## config.mk

```make
export PLATFORM = sky130hd
export DESIGN_NAME = dgt_seq
export DESIGN_NICKNAME = d
export VERILOG_FILES = /design/src/rtl/dgt_pkg.sv /design/src/rtl/dgt_seq.sv
export SDC_FILE = /design/constraint.sdc
export NUM_CORES = 1
export LEC_CHECK = 0
export ABC_AREA = 1
export CAP_MARGIN = 20
export CORE_AREA = 2 2 40 42
export CTS_BUF_LIST = sky130_fd_sc_hd__clkbuf_8
export CTS_CLUSTER_DIAMETER = 80
export CTS_CLUSTER_SIZE = 25
export DETAILED_ROUTE_END_ITERATION = 10
export DIE_AREA = 0 0 42 44
export DONT_BUFFER_PORTS = 1
export PLACE_DENSITY = 0.72
export REMOVE_ABC_BUFFERS = 1
export SLEW_MARGIN = 20
export SYNTH_ARGS = -nofsm -noshare
export SYNTH_HDL_FRONTEND = slang
export SYNTH_SLANG_ARGS = --single-unit
```

## constraint.sdc

```tcl
create_clock -name clk -period 1.7 [get_ports clk]
set_clock_uncertainty 0.1 [all_clocks]
set_input_delay 0.51 -clock clk [delete_from_list [all_inputs] [get_ports clk]]
set_output_delay 0.51 -clock clk [all_outputs]
set_load 0.005 [all_outputs]
```

## src/rtl/dgt_pkg.sv

```systemverilog
// ----------------------------------------------------------------------------
// dgt_pkg: shared types and constants for the directed graph node/edge table
// Sizes, result codes, the sequencer control word and its program.
// ----------------------------------------------------------------------------
`default_nettype none

package dgt_pkg;

  // table sizes
  localparam int MAX_NODES   = 16;
  localparam int KEY_BITS    = 32;
  localparam int IDX_BITS    = $clog2(MAX_NODES);
  localparam int CNT_BITS    = $clog2(MAX_NODES + 1);
  localparam int EDGE_BITS   = $clog2(MAX_NODES * MAX_NODES + 1);
  localparam int LIMIT_BITS  = 5;
  localparam int CMP_BITS    = (CNT_BITS > LIMIT_BITS) ? CNT_BITS : LIMIT_BITS;
  localparam int STATUS_BITS = 2;
  localparam int STEP_BITS   = 4;

  localparam logic [LIMIT_BITS-1:0] LIMIT_RESET = LIMIT_BITS'(16);

  // item opcodes
  localparam logic OP_ADD_NODE = 1'b0;
  localparam logic OP_ADD_EDGE = 1'b1;

  // result codes
  typedef enum logic [STATUS_BITS-1:0] {
    ST_ADDED     = 2'd0,
    ST_PRESENT   = 2'd1,
    ST_FULL      = 2'd2,
    ST_NOT_FOUND = 2'd3
  } status_t;

  // datapath actions
  typedef enum logic [3:0] {
    ACT_NONE   = 4'd0,
    ACT_TAKE   = 4'd1,
    ACT_SCAN_A = 4'd2,
    ACT_SCAN_B = 4'd3,
    ACT_SAVE_A = 4'd4,
    ACT_NODE   = 4'd5,
    ACT_FULL   = 4'd6,
    ACT_EDGE   = 4'd7,
    ACT_EMIT   = 4'd8
  } act_t;

  // jump conditions
  typedef enum logic [2:0] {
    J_NEXT     = 3'd0,
    J_ALWAYS   = 3'd1,
    J_NO_ITEM  = 3'd2,
    J_FULL     = 3'd3,
    J_BUSY     = 3'd4,
    J_IS_NODE  = 3'd5,
    J_OUT_FREE = 3'd6
  } jmp_t;

  typedef logic [STEP_BITS-1:0] step_t;

  // program steps
  localparam step_t S_IDLE   = 4'd0;
  localparam step_t S_CHECK  = 4'd1;
  localparam step_t S_SCAN_A = 4'd2;
  localparam step_t S_WAIT_A = 4'd3;
  localparam step_t S_SAVE_A = 4'd4;
  localparam step_t S_SCAN_B = 4'd5;
  localparam step_t S_WAIT_B = 4'd6;
  localparam step_t S_EDGE   = 4'd7;
  localparam step_t S_NODE   = 4'd8;
  localparam step_t S_FULL   = 4'd9;
  localparam step_t S_EMIT   = 4'd10;
  localparam step_t S_RETRY  = 4'd11;
  localparam step_t S_LAST   = S_RETRY;

  // one control word
  typedef struct packed {
    act_t  act;
    jmp_t  jmp;
    step_t target;
  } uword_t;

  // condition flags seen by the sequencer
  typedef struct packed {
    logic item;
    logic full;
    logic busy;
    logic is_node;
    logic out_free;
  } cond_t;

  // control store
  function automatic uword_t dgt_rom(input step_t step);
    uword_t w;
    case (step)
      S_IDLE:   w = '{ACT_TAKE,   J_NO_ITEM,  S_IDLE};
      S_CHECK:  w = '{ACT_NONE,   J_FULL,     S_FULL};
      S_SCAN_A: w = '{ACT_SCAN_A, J_NEXT,     S_IDLE};
      S_WAIT_A: w = '{ACT_NONE,   J_BUSY,     S_WAIT_A};
      S_SAVE_A: w = '{ACT_SAVE_A, J_IS_NODE,  S_NODE};
      S_SCAN_B: w = '{ACT_SCAN_B, J_NEXT,     S_IDLE};
      S_WAIT_B: w = '{ACT_NONE,   J_BUSY,     S_WAIT_B};
      S_EDGE:   w = '{ACT_EDGE,   J_ALWAYS,   S_EMIT};
      S_NODE:   w = '{ACT_NODE,   J_ALWAYS,   S_EMIT};
      S_FULL:   w = '{ACT_FULL,   J_NEXT,     S_IDLE};
      S_EMIT:   w = '{ACT_EMIT,   J_OUT_FREE, S_IDLE};
      S_RETRY:  w = '{ACT_NONE,   J_ALWAYS,   S_EMIT};
      default:  w = '{ACT_NONE,   J_ALWAYS,   S_IDLE};
    endcase
    return w;
  endfunction

endpackage

`default_nettype wire

```

## src/rtl/dgt_seq.sv

```systemverilog
// ----------------------------------------------------------------------------
// dgt_seq: microcode sequencer
// Step counter over the control store, with conditional jumps on datapath
// flags; hands the current action to the datapath.
// ----------------------------------------------------------------------------
`default_nettype none

module dgt_seq import dgt_pkg::*; (
  input  logic  clk,
  input  logic  rst,
  input  cond_t cond,
  output act_t  act
);

  step_t  pc;
  step_t  pc_next;
  uword_t word;
  logic   jump;

  assign word = dgt_rom(pc);
  assign act  = word.act;

  // jump condition select
  always_comb begin
    case (word.jmp)
      J_NEXT:     jump = 1'b0;
      J_ALWAYS:   jump = 1'b1;
      J_NO_ITEM:  jump = ~cond.item;
      J_FULL:     jump = cond.full;
      J_BUSY:     jump = cond.busy;
      J_IS_NODE:  jump = cond.is_node;
      J_OUT_FREE: jump = cond.out_free;
      default:    jump = 1'b0;
    endcase
    pc_next = jump ? word.target : step_t'(pc + 1'b1);
  end

  always_ff @(posedge clk) begin
    if (rst) begin
      pc <= S_IDLE;
    end else begin
      pc <= pc_next;
    end
  end

`ifndef NO_ASSERTIONS
  a_pc_in_program: assert property (@(posedge clk) disable iff (rst)
    pc <= S_LAST)
    else $error("step counter left the program");
`endif

endmodule

`default_nettype wire

```

## Yosys cells after proc, flatten, opt, wreduce, memory -nomap -nowiden

Memory sizes are Yosys's and may differ from the RTL's. A register that Yosys moved wholly into a read port is not among the register bits.
Cells that the tools add are included.
Widths: inputs -> output; s select.

| storage, ports and cells | value |
|---|---|
| output and inout port bits | 4 |
| memory bits (read-only) | 176 |
| bits in latches | 0 |
| memory bits (writable) | 0 |
| bits in registers | 4 |
| word-level logic and storage cells | 13 |
| memories | 1 |

Memory list:

| name | words | bits a word | read ports | clocked after memory_dff | write ports | line | source |
|---|---|---|---|---|---|---|---|
| (name not given) | 16 | 11 | 1 | 1 | 0 | dgt_pkg.sv:94 | `case (step)` |

| cells by class | value |
|---|---|
| $add $sub $neg | 1 |
| multiplexer cells | 3 |
| shifts and indexed selects | 0 |
| bitwise operators | 1 |
| divide/modulo/power cells | 0 |
| multiply operators | 0 |
| eq/ne operators | 6 |
| magnitude comparators | 0 |
| reductions and logical operators | 0 |

Operators by type and width:

| cell | number |
|---|---|
| $eq 3x3->1 const B | 3 |
| $mux 4 | 2 |
| $eq 3x2->1 const B | 2 |
| $pmux 1 s6 | 1 |
| $add 4x1->4 const B | 1 |
| $eq 3x1->1 const B | 1 |
| $not 1->1 | 1 |

## Longest topological paths before layout

| logic depth | value |
|---|---|
| depth after elaboration | 4 |
| gate-level depth with buffers | 13 |

## Worst setup path after synthesis

No wires, ideal clock.

| timing path | value |
|---|---|
| kind | input to register |
| from | input cond[2] in the netlist's numbering |
| to | register word[3] (netlist name) |
| required time | 1.479 ns |
| setup slack | -0.149 ns |
| path buffers | 0 |
| stages | 9 |
| data arrival time | 1.627 ns |
| cells stage by stage | or2_1 > nand3_2 > nand2_4 > nand3_1 > nand3_1 > ha_1 > inv_1 > nand3_1 > nand3_1 |

| on the way | value |
|---|---|
| longest elaborated chain between the ends | 3 |

RTL lines:

| what | line | source |
|---|---|---|
| from (decl) | dgt_seq.sv:11 | `input cond_t cond,` |
| $pmux 1 s6 | dgt_seq.sv:25 | `case (word.jmp)` |
| $mux 4 | dgt_seq.sv:35 | `pc_next = jump ? word.target : step_t'(pc + 1'b1);` |
| $mux 4 (no source line) | -- |  |

Every way passes these cells.
A chain may end at the register's enable or synchronous reset.

## Worst setup path after layout

| timing path | value |
|---|---|
| from | register word[6] (netlist name) |
| to | register word[8] (netlist name) |

| on the way | value |
|---|---|
| longest elaborated chain between the ends | 4 |
| elaborated cells on any way between the ends | 9 |
| those cells by class | eq/ne (6); mux (3) |

RTL lines:

| what | line |
|---|---|
| $eq 3x3->1 (tied with other cells) | dgt_seq.sv:25 |
| $pmux 1 s6 (*) | dgt_seq.sv:25 |
| $mux 4 (*) | dgt_seq.sv:35 |
| $mux 4 (no source line) (*) | -- |

Every way passes the cells marked *; elsewhere a longest branch is shown, timed or not.

==> impl_metrics.ini <==
[routing]
dr_wl_met3_um = 40
avgViaCountPerCell = 5.33
wire_per_inst_um = 15.6
postRouteAntennaNets = 0
drtPass1Iterations = 4
top_layer_used = met4
drt-met1-wl_um = 740
vias = 655
dr.first_iter.drc_count = 19
dr_wl_met2_um = 1110
drc = 0
routed_wl_um = 1910

[floorplan]
fp.dieW_um = 42
placementRows = 14
die_area_sq_um = 1850
coreArea_sq_um = 1420
fp.dieH_um = 44
ios = 11
start_util_pct = 53.9

[worst_setup_path]
end_kind = flip-flop
worstPathRequired_ns = 1.79
r2r-start = word[6]
arrival_ns = 1.83
path_class = flip-flop to flip-flop
start_kind = flip-flop
startpoint = word[6]
critPathMaxFanout = 8

[logic_synthesis]
synth_cell_types = 25
yosys_warnings = 0
synth_area_leaders = dfxtp_1 39%, nand3_1 9.2%, nand2_1 7.9%
syn-cell-area_sq_um = 764
synth-seq-area-share_pct = 39.3
synth.avg_cell_area_sq_um = 7.96
syn-instance-count = 96
synth_top_area_share_pct = 39.3
synth_seq_cells = 15
synth_top_area_cell = dfxtp_1

[place]
detailedPlace.worstSlack_ns = -0.161
io_buffers = 0
gp_congestion = 0.812
dp_hpwl_um = 1060

[power_and_ir_drop]
p_leak_nw = 0.489
ir_drop_mv = 1.15
power.total_w = 0.00247
p_per_area_nw_per_um2 = 2350

[layout]
final_common_cell = dfxtp_1
utilization_pct = 74.1
fillerInstances = 102
multi_input_area_sq_um = 532
layout_common_cells = 13 x dfxtp_1, 11 x inv_1, 9 x nand3_2, 9 x nand2_1
finalNetCount = 117
n_antenna_cell = 0
area_growth_pct = 37.5
seq_area_sq_um = 305
drive_gt1_share_pct = 54.2

[sta]
period_minus_slack_ns = 1.74
tightestPinTransition_ns = 0.438
setup_ws_ns = -0.0410
rsz0062_at_grt = yes
drv_slew = 0
relSlewSlack_pct = 70.8
setup_viol = 3
final.setup.tns_ns = -0.0811
period_share_pct = 102
max_freq_mhz = 574
hold-worst-slack_ns = 0.635
finalHoldViolCount = 0

[flow_run]
drv_cap = 0

[clock_tree]
cts_max_level = 1
cts_tree = built
cts_buffer_depth = 2
clk_latency_ns = 0.24
clock-sinks = 15
cts-root-buf = clkbuf_8
cts_made_buffers = 3
clk_pin_slew_ns = 0.06
cts.hold.buffers_added = 0

[grt]
grt-ovfl-total = 0
track_usage_pct = 18.7
antenna_found_initial = 0
grt_pass1_vias = 591
grt_max_degree = 10
grt_pass1_wl_um = 2520

[outcome]
violations = negative setup slack
outcome = finished with violations

[hold_path]
hp-start = rst
hold_path_class = input port to flip-flop
## power by group
group,internal (W),switching [W],total [W]
clock network,0.000160,0.000118,0.000277
registers,0.000509,0.0000843,0.000593
logic,0.000644,0.000953,0.00160
## worst paths after layout
| kind | depth (start not counted) | slack [ns] | to |
|---|---|---|---|
| worst max-delay path | 13 | -0.04 | word[8] |
| worst min-delay path | 3 | 0.63 | pc[3] |
| worst max register to register | 13 | -0.04 | word[8] |
| worst min register to register | 3 | 0.68 | pc[3] |
## flip-flops by register name, indices dropped and copies added, names as in the netlist
| signal | cells |
|---|---|
| word | 11 |
| pc | 4 |
## synthesized netlist by cell type, drive strengths merged
master	instances
nand3	17
or2	1
buf	4
ha	2
nand2	22
nor2	7
nand3b	1
inv	16
o21ai	4
nand4	2
nor3	1
xnor2	1
a21oi	2
xor2	1
dfxtp	15
## kinds of logic after synthesis
logic type                 share of synthesized area (%)
AOI/OAI and AO/OA                                   4.42
xor gates and xnor gates                            2.29
adders and majority gates                           3.27
buffers and inverters                               12.1
DFF                                                 39.3
and+or+nand+nor                                     38.6
## layout make-up
type | instances | area share (%)
Clock buffer | 3 | 3.93
Inverter | 16 | 5.95
Multi-Input combinational cell | 62 | 50.6
Timing Repair Buffer | 10 | 8.21
Tap cell | 16 | 1.90
Sequential cell | 15 | 29.0
Clock inverter | 1 | 0.357
## timing repair
item,in CTS,in global routing
pin swaps,3,9
buffers inserted,1,2
gates resized for setup,3,36
setup endpoints to repair,2,10
gates cloned,0,1
## critical path: stages (launching register included)
cell and delay [ns]:
dfxtp_2 0.33, inv_2 0.08, nand3_2 0.08, nand2_2 0.07
inv_2 0.04, nand2_4 0.11, nand2_4 0.08, buf_6 0.13
nand2_4 0.06, nand2_4 0.06, nor2_8 0.23, buf_6 0.13
nand4_1 0.08, nand2_1 0.08
## layer usage
layer / track usage (%) / up-vias
li1: - / 325
met1: 23.0 / 312
met2: 31.9 / 14
met3: 2.50 / 4
met4: 9.68 / 0
met5: 0 / -
## through the flow
stage / cell area (sq um) / instances
after floorplan: 734 / 92
after global placement: 807 / 115
after detailed placement: 807 / 115
after CTS: 878 / 120
after global routing: 1050 / 123
final: 1050 / 123
Power figures use the tool's default switching activity.
