<file path="config.mk">
export PLATFORM = sky130hd
export DESIGN_NAME = dgt_scan
export DESIGN_NICKNAME = d
export VERILOG_FILES = /design/src/rtl/dgt_pkg.sv /design/src/rtl/dgt_ram.sv /design/src/rtl/dgt_scan.sv
export SDC_FILE = /design/constraint.sdc
export NUM_CORES = 1
export LEC_CHECK = 0
export BUFFER_PORTS_ARGS = -buffer_cell sky130_fd_sc_hd__buf_2
export CAP_MARGIN = 15
export CORE_UTILIZATION = 50
export CTS_CLUSTER_SIZE = 30
export DETAILED_ROUTE_END_ITERATION = 8
export PLACE_DENSITY = 0.78
export SLEW_MARGIN = 15
export SYNTH_ARGS = -nofsm -noshare
export SYNTH_HDL_FRONTEND = slang
export SYNTH_SLANG_ARGS = --single-unit
</file>
<file path="constraint.sdc">
create_clock -name clk -period 4.8 [get_ports clk]
set_input_delay 0.24 -clock clk [delete_from_list [all_inputs] [get_ports clk]]
set_output_delay 0.24 -clock clk [all_outputs]
set_load 0.01 [all_outputs]
</file>
<file path="src/rtl/dgt_pkg.sv">
// ----------------------------------------------------------------------------
// dgt_pkg: shared types and constants for the directed graph node/edge table
// Sizes, result codes, the sequencer control word and its program.
// ----------------------------------------------------------------------------
`default_nettype none

package dgt_pkg;

  // table sizes
  localparam int MAX_NODES   = 16;
  localparam int KEY_BITS    = 32;
  localparam int IDX_BITS    = $clog2(MAX_NODES);
  localparam int CNT_BITS    = $clog2(MAX_NODES + 1);
  localparam int EDGE_BITS   = $clog2(MAX_NODES * MAX_NODES + 1);
  localparam int LIMIT_BITS  = 5;
  localparam int CMP_BITS    = (CNT_BITS > LIMIT_BITS) ? CNT_BITS : LIMIT_BITS;
  localparam int STATUS_BITS = 2;
  localparam int STEP_BITS   = 4;

  localparam logic [LIMIT_BITS-1:0] LIMIT_RESET = LIMIT_BITS'(16);

  // item opcodes
  localparam logic OP_ADD_NODE = 1'b0;
  localparam logic OP_ADD_EDGE = 1'b1;

  // result codes
  typedef enum logic [STATUS_BITS-1:0] {
    ST_ADDED     = 2'd0,
    ST_PRESENT   = 2'd1,
    ST_FULL      = 2'd2,
    ST_NOT_FOUND = 2'd3
  } status_t;

  // datapath actions
  typedef enum logic [3:0] {
    ACT_NONE   = 4'd0,
    ACT_TAKE   = 4'd1,
    ACT_SCAN_A = 4'd2,
    ACT_SCAN_B = 4'd3,
    ACT_SAVE_A = 4'd4,
    ACT_NODE   = 4'd5,
    ACT_FULL   = 4'd6,
    ACT_EDGE   = 4'd7,
    ACT_EMIT   = 4'd8
  } act_t;

  // jump conditions
  typedef enum logic [2:0] {
    J_NEXT     = 3'd0,
    J_ALWAYS   = 3'd1,
    J_NO_ITEM  = 3'd2,
    J_FULL     = 3'd3,
    J_BUSY     = 3'd4,
    J_IS_NODE  = 3'd5,
    J_OUT_FREE = 3'd6
  } jmp_t;

  typedef logic [STEP_BITS-1:0] step_t;

  // program steps
  localparam step_t S_IDLE   = 4'd0;
  localparam step_t S_CHECK  = 4'd1;
  localparam step_t S_SCAN_A = 4'd2;
  localparam step_t S_WAIT_A = 4'd3;
  localparam step_t S_SAVE_A = 4'd4;
  localparam step_t S_SCAN_B = 4'd5;
  localparam step_t S_WAIT_B = 4'd6;
  localparam step_t S_EDGE   = 4'd7;
  localparam step_t S_NODE   = 4'd8;
  localparam step_t S_FULL   = 4'd9;
  localparam step_t S_EMIT   = 4'd10;
  localparam step_t S_RETRY  = 4'd11;
  localparam step_t S_LAST   = S_RETRY;

  // one control word
  typedef struct packed {
    act_t  act;
    jmp_t  jmp;
    step_t target;
  } uword_t;

  // condition flags seen by the sequencer
  typedef struct packed {
    logic item;
    logic full;
    logic busy;
    logic is_node;
    logic out_free;
  } cond_t;

  // control store
  function automatic uword_t dgt_rom(input step_t step);
    uword_t w;
    case (step)
      S_IDLE:   w = '{ACT_TAKE,   J_NO_ITEM,  S_IDLE};
      S_CHECK:  w = '{ACT_NONE,   J_FULL,     S_FULL};
      S_SCAN_A: w = '{ACT_SCAN_A, J_NEXT,     S_IDLE};
      S_WAIT_A: w = '{ACT_NONE,   J_BUSY,     S_WAIT_A};
      S_SAVE_A: w = '{ACT_SAVE_A, J_IS_NODE,  S_NODE};
      S_SCAN_B: w = '{ACT_SCAN_B, J_NEXT,     S_IDLE};
      S_WAIT_B: w = '{ACT_NONE,   J_BUSY,     S_WAIT_B};
      S_EDGE:   w = '{ACT_EDGE,   J_ALWAYS,   S_EMIT};
      S_NODE:   w = '{ACT_NODE,   J_ALWAYS,   S_EMIT};
      S_FULL:   w = '{ACT_FULL,   J_NEXT,     S_IDLE};
      S_EMIT:   w = '{ACT_EMIT,   J_OUT_FREE, S_IDLE};
      S_RETRY:  w = '{ACT_NONE,   J_ALWAYS,   S_EMIT};
      default:  w = '{ACT_NONE,   J_ALWAYS,   S_IDLE};
    endcase
    return w;
  endfunction

endpackage

`default_nettype wire

</file>
<file path="src/rtl/dgt_ram.sv">
// ----------------------------------------------------------------------------
// dgt_ram: generic simple dual-port RAM
// One write port, one read port with registered read data.
// ----------------------------------------------------------------------------
`default_nettype none

module dgt_ram #(
  parameter int WIDTH = 32,
  parameter int DEPTH = 16
) (
  input  logic                     clk,
  input  logic                     we,
  input  logic [$clog2(DEPTH)-1:0] waddr,
  input  logic [WIDTH-1:0]         wdata,
  input  logic                     re,
  input  logic [$clog2(DEPTH)-1:0] raddr,
  output logic [WIDTH-1:0]         rdata
);

  logic [WIDTH-1:0] mem [DEPTH];

  // write port
  always_ff @(posedge clk) begin
    if (we) begin
      mem[waddr] <= wdata;
    end
  end

  // registered read port
  always_ff @(posedge clk) begin
    if (re) begin
      rdata <= mem[raddr];
    end
  end

endmodule

`default_nettype wire

</file>
<file path="src/rtl/dgt_scan.sv">
// ----------------------------------------------------------------------------
// dgt_scan: key store and lookup unit
// Holds node keys in a RAM and searches the stored entries one per cycle
// with a single comparator, in the cycle after the read.
// ----------------------------------------------------------------------------
`default_nettype none

module dgt_scan import dgt_pkg::*; (
  input  logic                clk,
  input  logic                rst,
  input  logic                start,
  input  logic [KEY_BITS-1:0] key,
  input  logic [CNT_BITS-1:0] count,
  input  logic                wr_en,
  input  logic [IDX_BITS-1:0] wr_addr,
  input  logic [KEY_BITS-1:0] wr_data,
  output logic                busy,
  output logic                found,
  output logic [IDX_BITS-1:0] found_idx
);

  logic [IDX_BITS-1:0] idx;
  logic                run;
  logic                cmp_v;
  logic [IDX_BITS-1:0] cmp_idx;
  logic [KEY_BITS-1:0] key_r;
  logic [KEY_BITS-1:0] rdata;
  logic                last;

  dgt_ram #(
    .WIDTH (KEY_BITS),
    .DEPTH (MAX_NODES)
  ) u_keys (
    .clk   (clk),
    .we    (wr_en),
    .waddr (wr_addr),
    .wdata (wr_data),
    .re    (run),
    .raddr (idx),
    .rdata (rdata)
  );

  assign last = ({1'b0, idx} == CNT_BITS'(count - 1'b1));
  assign busy = run | cmp_v;

  // read address walk
  always_ff @(posedge clk) begin
    if (rst) begin
      run   <= 1'b0;
      cmp_v <= 1'b0;
    end else if (start) begin
      run   <= (count != '0);
      cmp_v <= 1'b0;
    end else begin
      run   <= run & ~last;
      cmp_v <= run;
    end
  end

  always_ff @(posedge clk) begin
    if (start) begin
      idx   <= '0;
      key_r <= key;
    end else if (run) begin
      idx <= idx + 1'b1;
    end
    cmp_idx <= idx;
  end

  // compare stage, first hit wins
  always_ff @(posedge clk) begin
    if (rst) begin
      found <= 1'b0;
    end else if (start) begin
      found <= 1'b0;
    end else if (cmp_v && !found && rdata == key_r) begin
      found <= 1'b1;
    end
  end

  always_ff @(posedge clk) begin
    if (cmp_v && !found && rdata == key_r) begin
      found_idx <= cmp_idx;
    end
  end

`ifndef NO_ASSERTIONS
  a_hit_in_range: assert property (@(posedge clk) disable iff (rst)
    found |-> ({1'b0, found_idx} < count))
    else $error("lookup hit beyond stored entries");
`endif

endmodule

`default_nettype wire

</file>
# After elaboration in Yosys (flattened, before gate mapping)
# Memory sizes are Yosys's and may differ from the RTL's. A register that Yosys moved wholly into a read port is not among the register bits.
# Cells that the tools add are included.
[classes]
add_sub_neg = 2
eq_ne = 2
mux = 3
bitwise = 3
n_reduce_logical = 5
[op_table]
columns = ["op", "count"]
rows = [
  ["$eq 32x32->1", 1],
  ["$eq 4x5->1", 1],
  ["$reduce_bool 5->1", 1],
  ["$sub 5x1->5 const B", 1],
  ["$add 4x1->4 const B", 1],
  ["$mux 1", 3],
  ["$logic_and 1x1->1", 2],
  ["$reduce_or 2->1", 1],
  ["$and 1x1->1", 1],
  ["$logic_not 1->1", 1],
  ["$not 1->1", 1],
  ["$or 1x1->1", 1],
]
[totals]
regBits = 47
ramBits = 512
in_bits = 77
out_inout_bits = 6
n_memories = 1
[memory_table]
columns = ["name", "depth", "word_bits", "rd", "rd_ports_with_merged_regs", "wr", "line", "text"]
rows = [
  ["u_keys.mem", 16, 32, 1, 1, 1, "dgt_ram.sv:20", "logic [WIDTH-1:0] mem [DEPTH];"],
]

# Longest topological paths before layout
# Gate-level depths: netlist of the first run.
[depth]
depth_word = 5
mapped_depth = 7
mapped_depth_nobuf = 7

# Cells and area by module
# Synthesis of the first run repeated with hierarchy kept, for this count alone.
[hier_totals]
hier_cells = 965
hier_area_um2 = 22073.7
[by_module_without_submodules]
columns = ["mod", "n_inst", "cells_each", "area_each_um2"]
rows = [
  ["dgt_ram", 1, 838, 20174.3],
  ["dgt_scan", 1, 127, 1899.3],
]

# Least setup slack after synthesis of the first run
# OpenSTA, ideal clock, no wires.
[synth_timing]
kind = "input-to-reg"
startpoint = "in wr_addr[2]"
endpoint = "mem u_keys.mem[0][0] (enable)"
arrival_time_ps = 2958
required_time_ps = 4339
slack_ps = 1380
cell_stages = 2
path_cell_list = "or3b_2 -> nor3_1"
[synth_lines]
columns = ["item", "line", "text"]
rows = [
  ["start, declared", "dgt_scan.sv:15", "input logic [IDX_BITS-1:0] wr_addr,"],
  ["end, declared", "dgt_ram.sv:20", ""],
]
# No word-level cell before the write port.

# Final worst setup path of the first run
[layout_timing]
startpoint = "reg key_r[17]"
endpoint = "reg found_idx[2] (enable)"
[layout_between]
elab_chain_cells = 2
[layout_rtl]
columns = ["item", "line", "text"]
rows = [
  ["start, declared", "dgt_scan.sv:26", "logic [KEY_BITS-1:0] key_r;"],
  ["start signal, assigned", "dgt_scan.sv:63", "key_r <= key;"],
  ["$eq 32x32->1", "dgt_scan.sv:82", "if (cmp_v && !found && rdata == key_r) begin"],
  ["$logic_and 1x1->1", "dgt_scan.sv:82", ""],
  ["end signal, assigned", "dgt_scan.sv:83", "found_idx <= cmp_idx;"],
  ["end, declared", "dgt_scan.sv:19", "output logic [IDX_BITS-1:0] found_idx"],
]
# No other way between the ends.
# A chain may end at the register's enable or synchronous reset.

==> impl_metrics.ini, run 1 <==
[floorplanning]
core_region_area_um2 = 43360
die-area_um2 = 45170
die_h_um = 212.5
die_x_um = 212.5
io_pins = 83
initial_core_util = 0.5111
placementRows = 76

[detailed_routing]
first_pass_iters = 5
ant_nets = 0
routed_via_density = 5.943
wl_per_cell_um = 27.63
drt-total-wl_mm = 47.38
vias = 10190
drtIter0Drc = 1305
drc = 0

[global_route]
grt_antenna_before_repair = 1
grt_overflow = 0
grt_util_met1 = 0.3082
grtUsageMet3 = 0.04328
grtUsageTotal = 0.2175
grt_pass1_wl_mm = 68.94
met2_usage = 0.3448
busiest_layer = met2
grt_pass1_vias = 10640
grt_max_degree = 70

[layout]
final_core_util = 0.5976
drive_gt1_frac = 0.3322
layout_commonest_cell = edfxtp_1
final_cell_mix = edfxtp_1 (580), mux4_2 (160), buf_2 (82)
area_delta_synth_final_pct = 16.93
final_nets = 1161

[worst_setup_path]
cp_slowest_stage_delay_ns = 0.81
endpoint_kind = flip-flop
worst_ep_arrival_time_ns = 2.97
cp.required_ns = 5.03
crit_family = simple AND/OR/NAND/NOR gates
cp_max_fo = 5
startpoint_type = flip-flop
worstPathCellList = xor2_1 > nor4_1 > nand4_1 > nor3_1
slowest_stage = nor3_1
path_class = reg2reg
worstPathBufferInverterCount = 0

[pwr]
power_mw = 10.99
combPwrFrac = 0.059
clockPowerShare = 0.403
power_leakage_nw = 8.124
p_switching_mw = 2.288
p_seq_frac = 0.539
intPower_mw = 8.706
power_density_nw_per_um2 = 424.3
p_sw_frac = 0.2081
vdd_ir_drop_max_v = 0.0003306

[sta]
rsz0062_at_grt = false
setup_ws_ns = 2.058
min_period_ns = 2.742
worst_slew_margin_rel = 0.2170
timing.hold.ws_ns = 0.01857
slew_violations = 0
finalSetupViolCount = 0
skew_ns = 0.02270
final.setup.tns_ns = 0
hold_viol = 0
clock.fmax_mhz = 364.7
tightest_slew_ns = 1.172
finalCritPeriodShare = 0.5713

[place]
port_buffers = 82
hpwl_mm = 24.66
place.gp.congestion = 0.7303
place_ws_ns = 2.006

[synth]
synth.cell_area_um2 = 22160
syn_inst = 892
syn_area_per_cell_um2 = 24.84
synth_cell_types = 28
ys_warn_count = 0
syn_nets = 971
synth_seq_area_share = 0.7958
ys_ff_latch = 591

[cts]
clk_pin_slew_ns = 0.07
clk_latency_ns = 0.62
clockRootBuffer = clkbuf_16
cts_tree = built
cts_buffers = 55
htreeDepth = 2
numClockSinks = 591
ctsLongestPathBuffers = 3

[run]
maxCapViolCount = 0

[status]
outcome = completed

[min_path]
min_path_type = in2reg
flip-flops by register name, summed over array words and instances (netlist names):
name	flops
cmp_idx	4
cmp_v	1
found	1
found_idx	4
idx	4
key_r	32
run	1
u_keys.mem	512
u_keys.rdata	32
metrics by stage:
step | instance area [um2] | cells
2_1_floorplan | 22160 | 892
3_3_place_gp | 23410 | 1546
3_5_place_dp | 23420 | 1546
4_1_cts | 25880 | 1713
5_1_grt | 25910 | 1715
6_report | 25910 | 1715
synthesized netlist by cell type (all sizes together):
master / number / share of area
edfxtp: 580 / 0.79
inv: 2 / 0.00034
mux2i: 1 / 0.00045
xnor2: 8 / 0.0032
nand3b: 2 / 0.00068
nand2: 4 / 0.00068
a311oi: 1 / 0.00040
dfxtp: 11 / 0.0099
ha: 2 / 0.0011
xor2: 32 / 0.013
o21a: 1 / 0.00034
or3b: 1 / 0.00040
nor3: 7 / 0.0016
nor3b: 1 / 0.00034
or2: 1 / 0.00028
nor4: 8 / 0.0023
mux4: 160 / 0.16
nand2b: 4 / 0.0011
nand3: 2 / 0.00045
buf: 25 / 0.0081
o21ai: 2 / 0.00045
nand4: 3 / 0.00085
clkbuf: 15 / 0.0025
a21oi: 1 / 0.00023
nor2: 17 / 0.0029
and2: 1 / 0.00028
layout make-up:
cell class	instances	area, um2
flip-flops and latches	591	17650
fillers	2993	17450
multi-input cells	259	4404
clock buffers	63	1406
repair buffers	173	1284
well taps	585	732.0
clock inverters	41	429.2
inverters	2	7.507
diodes	1	2.502
layer usage:
metal | share of wire | wire length [um]
met4 | 0.021 | 998
met1 | 0.39 | 18660
met2 | 0.49 | 23310
met5 | 0 | 0
met3 | 0.093 | 4409
power by group through the flow:
stage	combinational, mW	sequential, mW	clock, mW
final	0.644	5.92	4.43
after global routing	0.690	5.94	4.67
after CTS	0.650	5.93	4.49
after detailed placement	0.602	6.03	0
after global placement	0.585	6.03	0
after floorplan	0.438	5.97	0
cell families after synthesis:
family / count (synthesis) / synth area share
flops: 591 / 0.7958
compound gates: 5 / 0.001411
mux: 161 / 0.1631
xor+xnor: 40 / 0.01581
fa+ha+maj: 2 / 0.001129
buf+inv: 42 / 0.01095
simple gates: 51 / 0.01180
final timing paths:
check                  endpoint  cells past startpoint   startpoint  slack (ns)
max                found_idx[2]                      4    key_r[17]        2.06
min          u_keys.mem[12][27]                      1  wr_data[27]        0.02
max reg2reg        found_idx[2]                      4    key_r[17]        2.06
min reg2reg        found_idx[2]                      0   cmp_idx[2]        0.40
repair_timing:
item / CTS / global route
hold buffers: 63 / 0
gates resized for setup: 0 / 0
setup buffers: 0 / 0
endpoints found under the hold margin: 470 / 0
Note: power is estimated with default switching activity, not from simulation.
==> run 2: changes to the inputs <==
==> constraint.sdc (replaced) <==
create_clock -name clk -period 2.85 [get_ports clk]
set_input_delay 0.1425 -clock clk [delete_from_list [all_inputs] [get_ports clk]]
set_output_delay 0.1425 -clock clk [all_outputs]
set_load 0.01 [all_outputs]
==> impl_metrics.ini, run 2 (synthesis results as in run 1) <==
[worst_setup_path]
worstPathBufferInverterCount = 1
cp_slowest_stage_delay_ns = 0.61
worst_ep_arrival_time_ns = 2.62
endpoint_kind = flip-flop
critPathMostFrequentCell = mux4_2
reg2reg_slack_ns = 0.57
cp.required_ns = 3.20
crit_family = multiplexers
slowest_stage = dfxtp_4
worstPathCellList = buf_12 > mux4_2 > mux4_2
cp_max_fo = 35
startpoint_type = flip-flop
path_class = reg2reg

[global_route]
grt_antenna_before_repair = 0
grt_overflow = 0
grtUsageTotal = 0.2271
grt_max_degree = 42
grt_pass1_wl_mm = 71.52
grt_pass1_vias = 10790

[floorplanning]
io_pins = 83
initial_core_util = 0.5111
die-area_um2 = 45170
die_x_um = 212.5
core_region_area_um2 = 43360
die_h_um = 212.5
placementRows = 76

[place]
place.gp.congestion = 0.7356
port_buffers = 82
place_ws_ns = 0.5762
placed_cell_area_um2 = 23740
hpwl_mm = 26.65

[layout]
final_cell_area_um2 = 26310
area_delta_synth_final_pct = 18.73
num_antenna_cells = 0
final_cell_mix = edfxtp_1 (580), mux4_2 (160), buf_2 (82)
drive_gt1_frac = 0.3403
top_register = u_keys.mem
layout_commonest_cell = edfxtp_1
final_nets = 1179
final_core_util = 0.6068
seq_area_um2 = 17650
n_fill_cell = 2895
multiInputGateArea_um2 = 4417
top_regs = u_keys.mem: 512 flops, key_r: 32 flops, u_keys.rdata: 32 flops
largest_reg_flops = 512

[sta]
final.setup.tns_ns = 0
setup_ws_ns = 0.5745
finalCritPeriodShare = 0.7984
skew_ns = 0.02132
rsz0062_at_grt = false
tightest_slew_ns = 0.7211
slew_violations = 0
hold_viol = 0
clock.fmax_mhz = 439.5
worst_slew_margin_rel = 0.5192
min_period_ns = 2.275
finalSetupViolCount = 0

[pwr]
power_leakage_nw = 8.285
power_density_nw_per_um2 = 715.3
vdd_ir_drop_max_v = 0.0005048
power_mw = 18.82

[cts]
clk_pin_slew_ns = 0.06
cts_tree = built
cts_setup_buffers = 0
cts_buffers = 56
numClockSinks = 591
ctsLongestPathBuffers = 3
clockRootBuffer = clkbuf_16
htreeDepth = 2
clk_latency_ns = 0.63

[status]
outcome = completed

[min_path]
min_path_type = in2reg

[run]
maxCapViolCount = 0

[detailed_routing]
drc = 0
routed_via_density = 5.979
drt-total-wl_mm = 49.05
first_pass_iters = 5
drtIter0Drc = 1419
ant_nets = 0
wl_per_cell_um = 28.34
vias = 10350
## run 2: cell count changes in the layout (fill, tap and decap cells not counted), sizes merged
cell,delta
clkinv,-9
dlygate4sd3,+4
clkbuf,+10
inv,-1
buf,+13
diode,-1
## run 2: repair_timing
action / in CTS / in global routing
gates resized for setup: 0 / 0
hold buffers: 67 / 0
endpoints found under the hold margin: 554 / 0
## run 2: per-stage QoR
step | std cells | hold slack [ns]
2_1_floorplan | 892 | 0.2146
3_3_place_gp | 1560 | 0.3203
3_5_place_dp | 1560 | 0.3206
4_1_cts | 1731 | 0.08598
5_1_grt | 1731 | 0.1003
6_report | 1731 | 0.1175
## run 2: cell type report
| type | count | area share |
|---|---|---|
| clock buffers | 73 | 0.05796 |
| clock inverters | 31 | 0.01450 |
| inverters | 2 | 0.0002853 |
| multi-input cells | 259 | 0.1679 |
| flip-flops and latches | 591 | 0.6707 |
| well taps | 585 | 0.02782 |
| repair buffers | 190 | 0.06087 |
## run 2: routing by layer
layer,share of wire,track usage,vias up
li1,-,-,4233
met1,0.39,0.3109,5449
met2,0.50,0.3713,557
met3,0.080,0.04003,110
met4,0.030,0.07963,0
met5,0,0,-
## run 2: path summary, 6_finish.rpt
check | start | endpoint | depth (start not counted)
worst max-delay path | idx[0] | u_keys.rdata[4] | 3
worst min-delay path | wr_addr[0] | u_keys.mem[4][18] | 2
worst max register to register | idx[0] | u_keys.rdata[4] | 3
worst min register to register | cmp_idx[1] | found_idx[1] | 0
## run 2: where the power goes
group | total, mW | switching, mW | internal [mW] | leakage (nW)
sequential | 9.94 | 0.135 | 9.80 | 5.37
combinational | 1.18 | 0.569 | 0.615 | 1.99
clock | 7.70 | 3.20 | 4.50 | 0.926
total | 18.8 | 3.90 | 14.9 | 8.29
==> run 3: changes to the inputs <==
==> constraint.sdc (replaced) <==
create_clock -name clk -period 2.25 [get_ports clk]
set_input_delay 0.1125 -clock clk [delete_from_list [all_inputs] [get_ports clk]]
set_output_delay 0.1125 -clock clk [all_outputs]
set_load 0.01 [all_outputs]
==> impl_metrics.ini, run 3 (synthesis results as in run 1) <==
[run]
maxCapViolCount = 0

[detailed_routing]
vias = 10260
drtIter0Drc = 1346
first_pass_iters = 5
ant_nets = 0
wl_per_cell_um = 27.79
drc = 0
routed_via_density = 5.927
drt-total-wl_mm = 48.11

[floorplanning]
initial_core_util = 0.5111
io_pins = 83
die-area_um2 = 45170
placementRows = 76
die_h_um = 212.5
die_x_um = 212.5
core_region_area_um2 = 43360

[status]
outcome = completed

[place]
port_buffers = 82
place.gp.congestion = 0.7368
hpwl_mm = 24.33
place_ws_ns = 0.1336
dp_cells = 1560

[sta]
hold_viol = 0
worst_slew_margin_rel = 0.6628
finalSetupViolCount = 0
tightest_slew_ns = 0.5012
timing.hold.ws_ns = 0.2227
clock.fmax_mhz = 475.8
finalCritPeriodShare = 0.9342
rsz0062_at_grt = false
setup_ws_ns = 0.1481
slew_violations = 0
min_period_ns = 2.102
skew_ns = 0.01624

[min_path]
min_path_type = in2reg

[layout]
largest_reg_flops = 512
top_regs = u_keys.mem: 512 flops, key_r: 32 flops, u_keys.rdata: 32 flops
fin_cells = 1731
area_delta_synth_final_pct = 18.76
final_cell_mix = edfxtp_1 (580), mux4_2 (160), buf_2 (82)
top_register = u_keys.mem
layout_commonest_cell = edfxtp_1
drive_gt1_frac = 0.3354
final_nets = 1179

[worst_setup_path]
cp_max_fo = 31
endpoint_kind = flip-flop
path_class = reg2reg
startpoint_type = flip-flop
worst_ep_arrival_time_ns = 2.43
cp.required_ns = 2.58

[global_route]
grt_max_degree = 69
grt_antenna_before_repair = 2
grt_pass1_vias = 10770
grtUsageTotal = 0.2216
grt_overflow = 0
grt_pass1_wl_mm = 70.21

[cts]
htreeDepth = 2
clockRootBuffer = clkbuf_16
cts.repair.resized = 0
ctsLongestPathBuffers = 3
clk_latency_ns = 0.60
numClockSinks = 591
clk_pin_slew_ns = 0.06
cts_buffers = 56
cts_tree = built

[pwr]
vdd_ir_drop_max_v = 0.0006361
power_density_nw_per_um2 = 876.2
power_leakage_nw = 8.243
run 3: final timing paths:
| check | start | endpoint | slack (ns) | cells after the start |
|---|---|---|---|---|
| setup / recovery | idx[0] | u_keys.rdata[30] | 0.15 | 3 |
| hold / removal | key[14] | key_r[14] | 0.22 | 2 |
| setup reg to reg | idx[0] | u_keys.rdata[30] | 0.15 | 3 |
| hold reg to reg | cmp_idx[2] | found_idx[2] | 0.40 | 0 |
run 3: per-layer routing:
metal | wire length [um] | vias up | share of wire | GRT usage
met5 | 11 | - | 0.00023 | 0
met4 | 1127 | 2 | 0.023 | 0.07120
met3 | 4118 | 78 | 0.086 | 0.04298
met1 | 18730 | 5409 | 0.39 | 0.3063
li1 | - | 4238 | - | -
met2 | 24130 | 532 | 0.50 | 0.3594
run 3: power by group:
group	internal [mW]	leakage, nW	total, mW	switching [mW]
Sequential	12.4	5.37	12.6	0.144
Combinational	0.824	2.03	1.58	0.760
Clock	5.06	0.841	8.92	3.86
Total	18.3	8.24	23.1	4.76
run 3: final cells by class:
class	count	area [um2]
Antenna cell	1	2.502
Clock buffer	75	1514
Clock inverter	28	221.5
Fill cell	2897	17040
Inverter	2	7.507
Multi-Input combinational cell	259	4417
Sequential cell	591	17650
Tap cell	585	732.0
Timing Repair Buffer	190	1777
run 3: worst max-delay path, stage by stage (launching register included):
cell	delay, ns
dfxtp_4	0.47
buf_12	0.30
mux4_2	0.56
mux4_2	0.49
run 3: repair_timing:
item                      4_1_cts  5_1_grt
hold endpoints to repair      563        0
setup buffers                   0        0
hold buffers                   67        0
run 3: metrics by stage:
| stage | instance area (um2) | setup TNS [ns] | power, mW | utilization |
|---|---|---|---|---|
| after CTS | 26320 | 0 | 23.22 | 0.6069 |
| final | 26320 | 0 | 23.06 | 0.6070 |
| after global placement | 23910 | 0 | 14.21 | 0.5514 |
| after floorplan | 22190 | -18.30 | 13.66 | - |
| after detailed placement | 23910 | 0 | 14.28 | 0.5514 |
| after global routing | 26320 | 0 | 23.70 | 0.6070 |
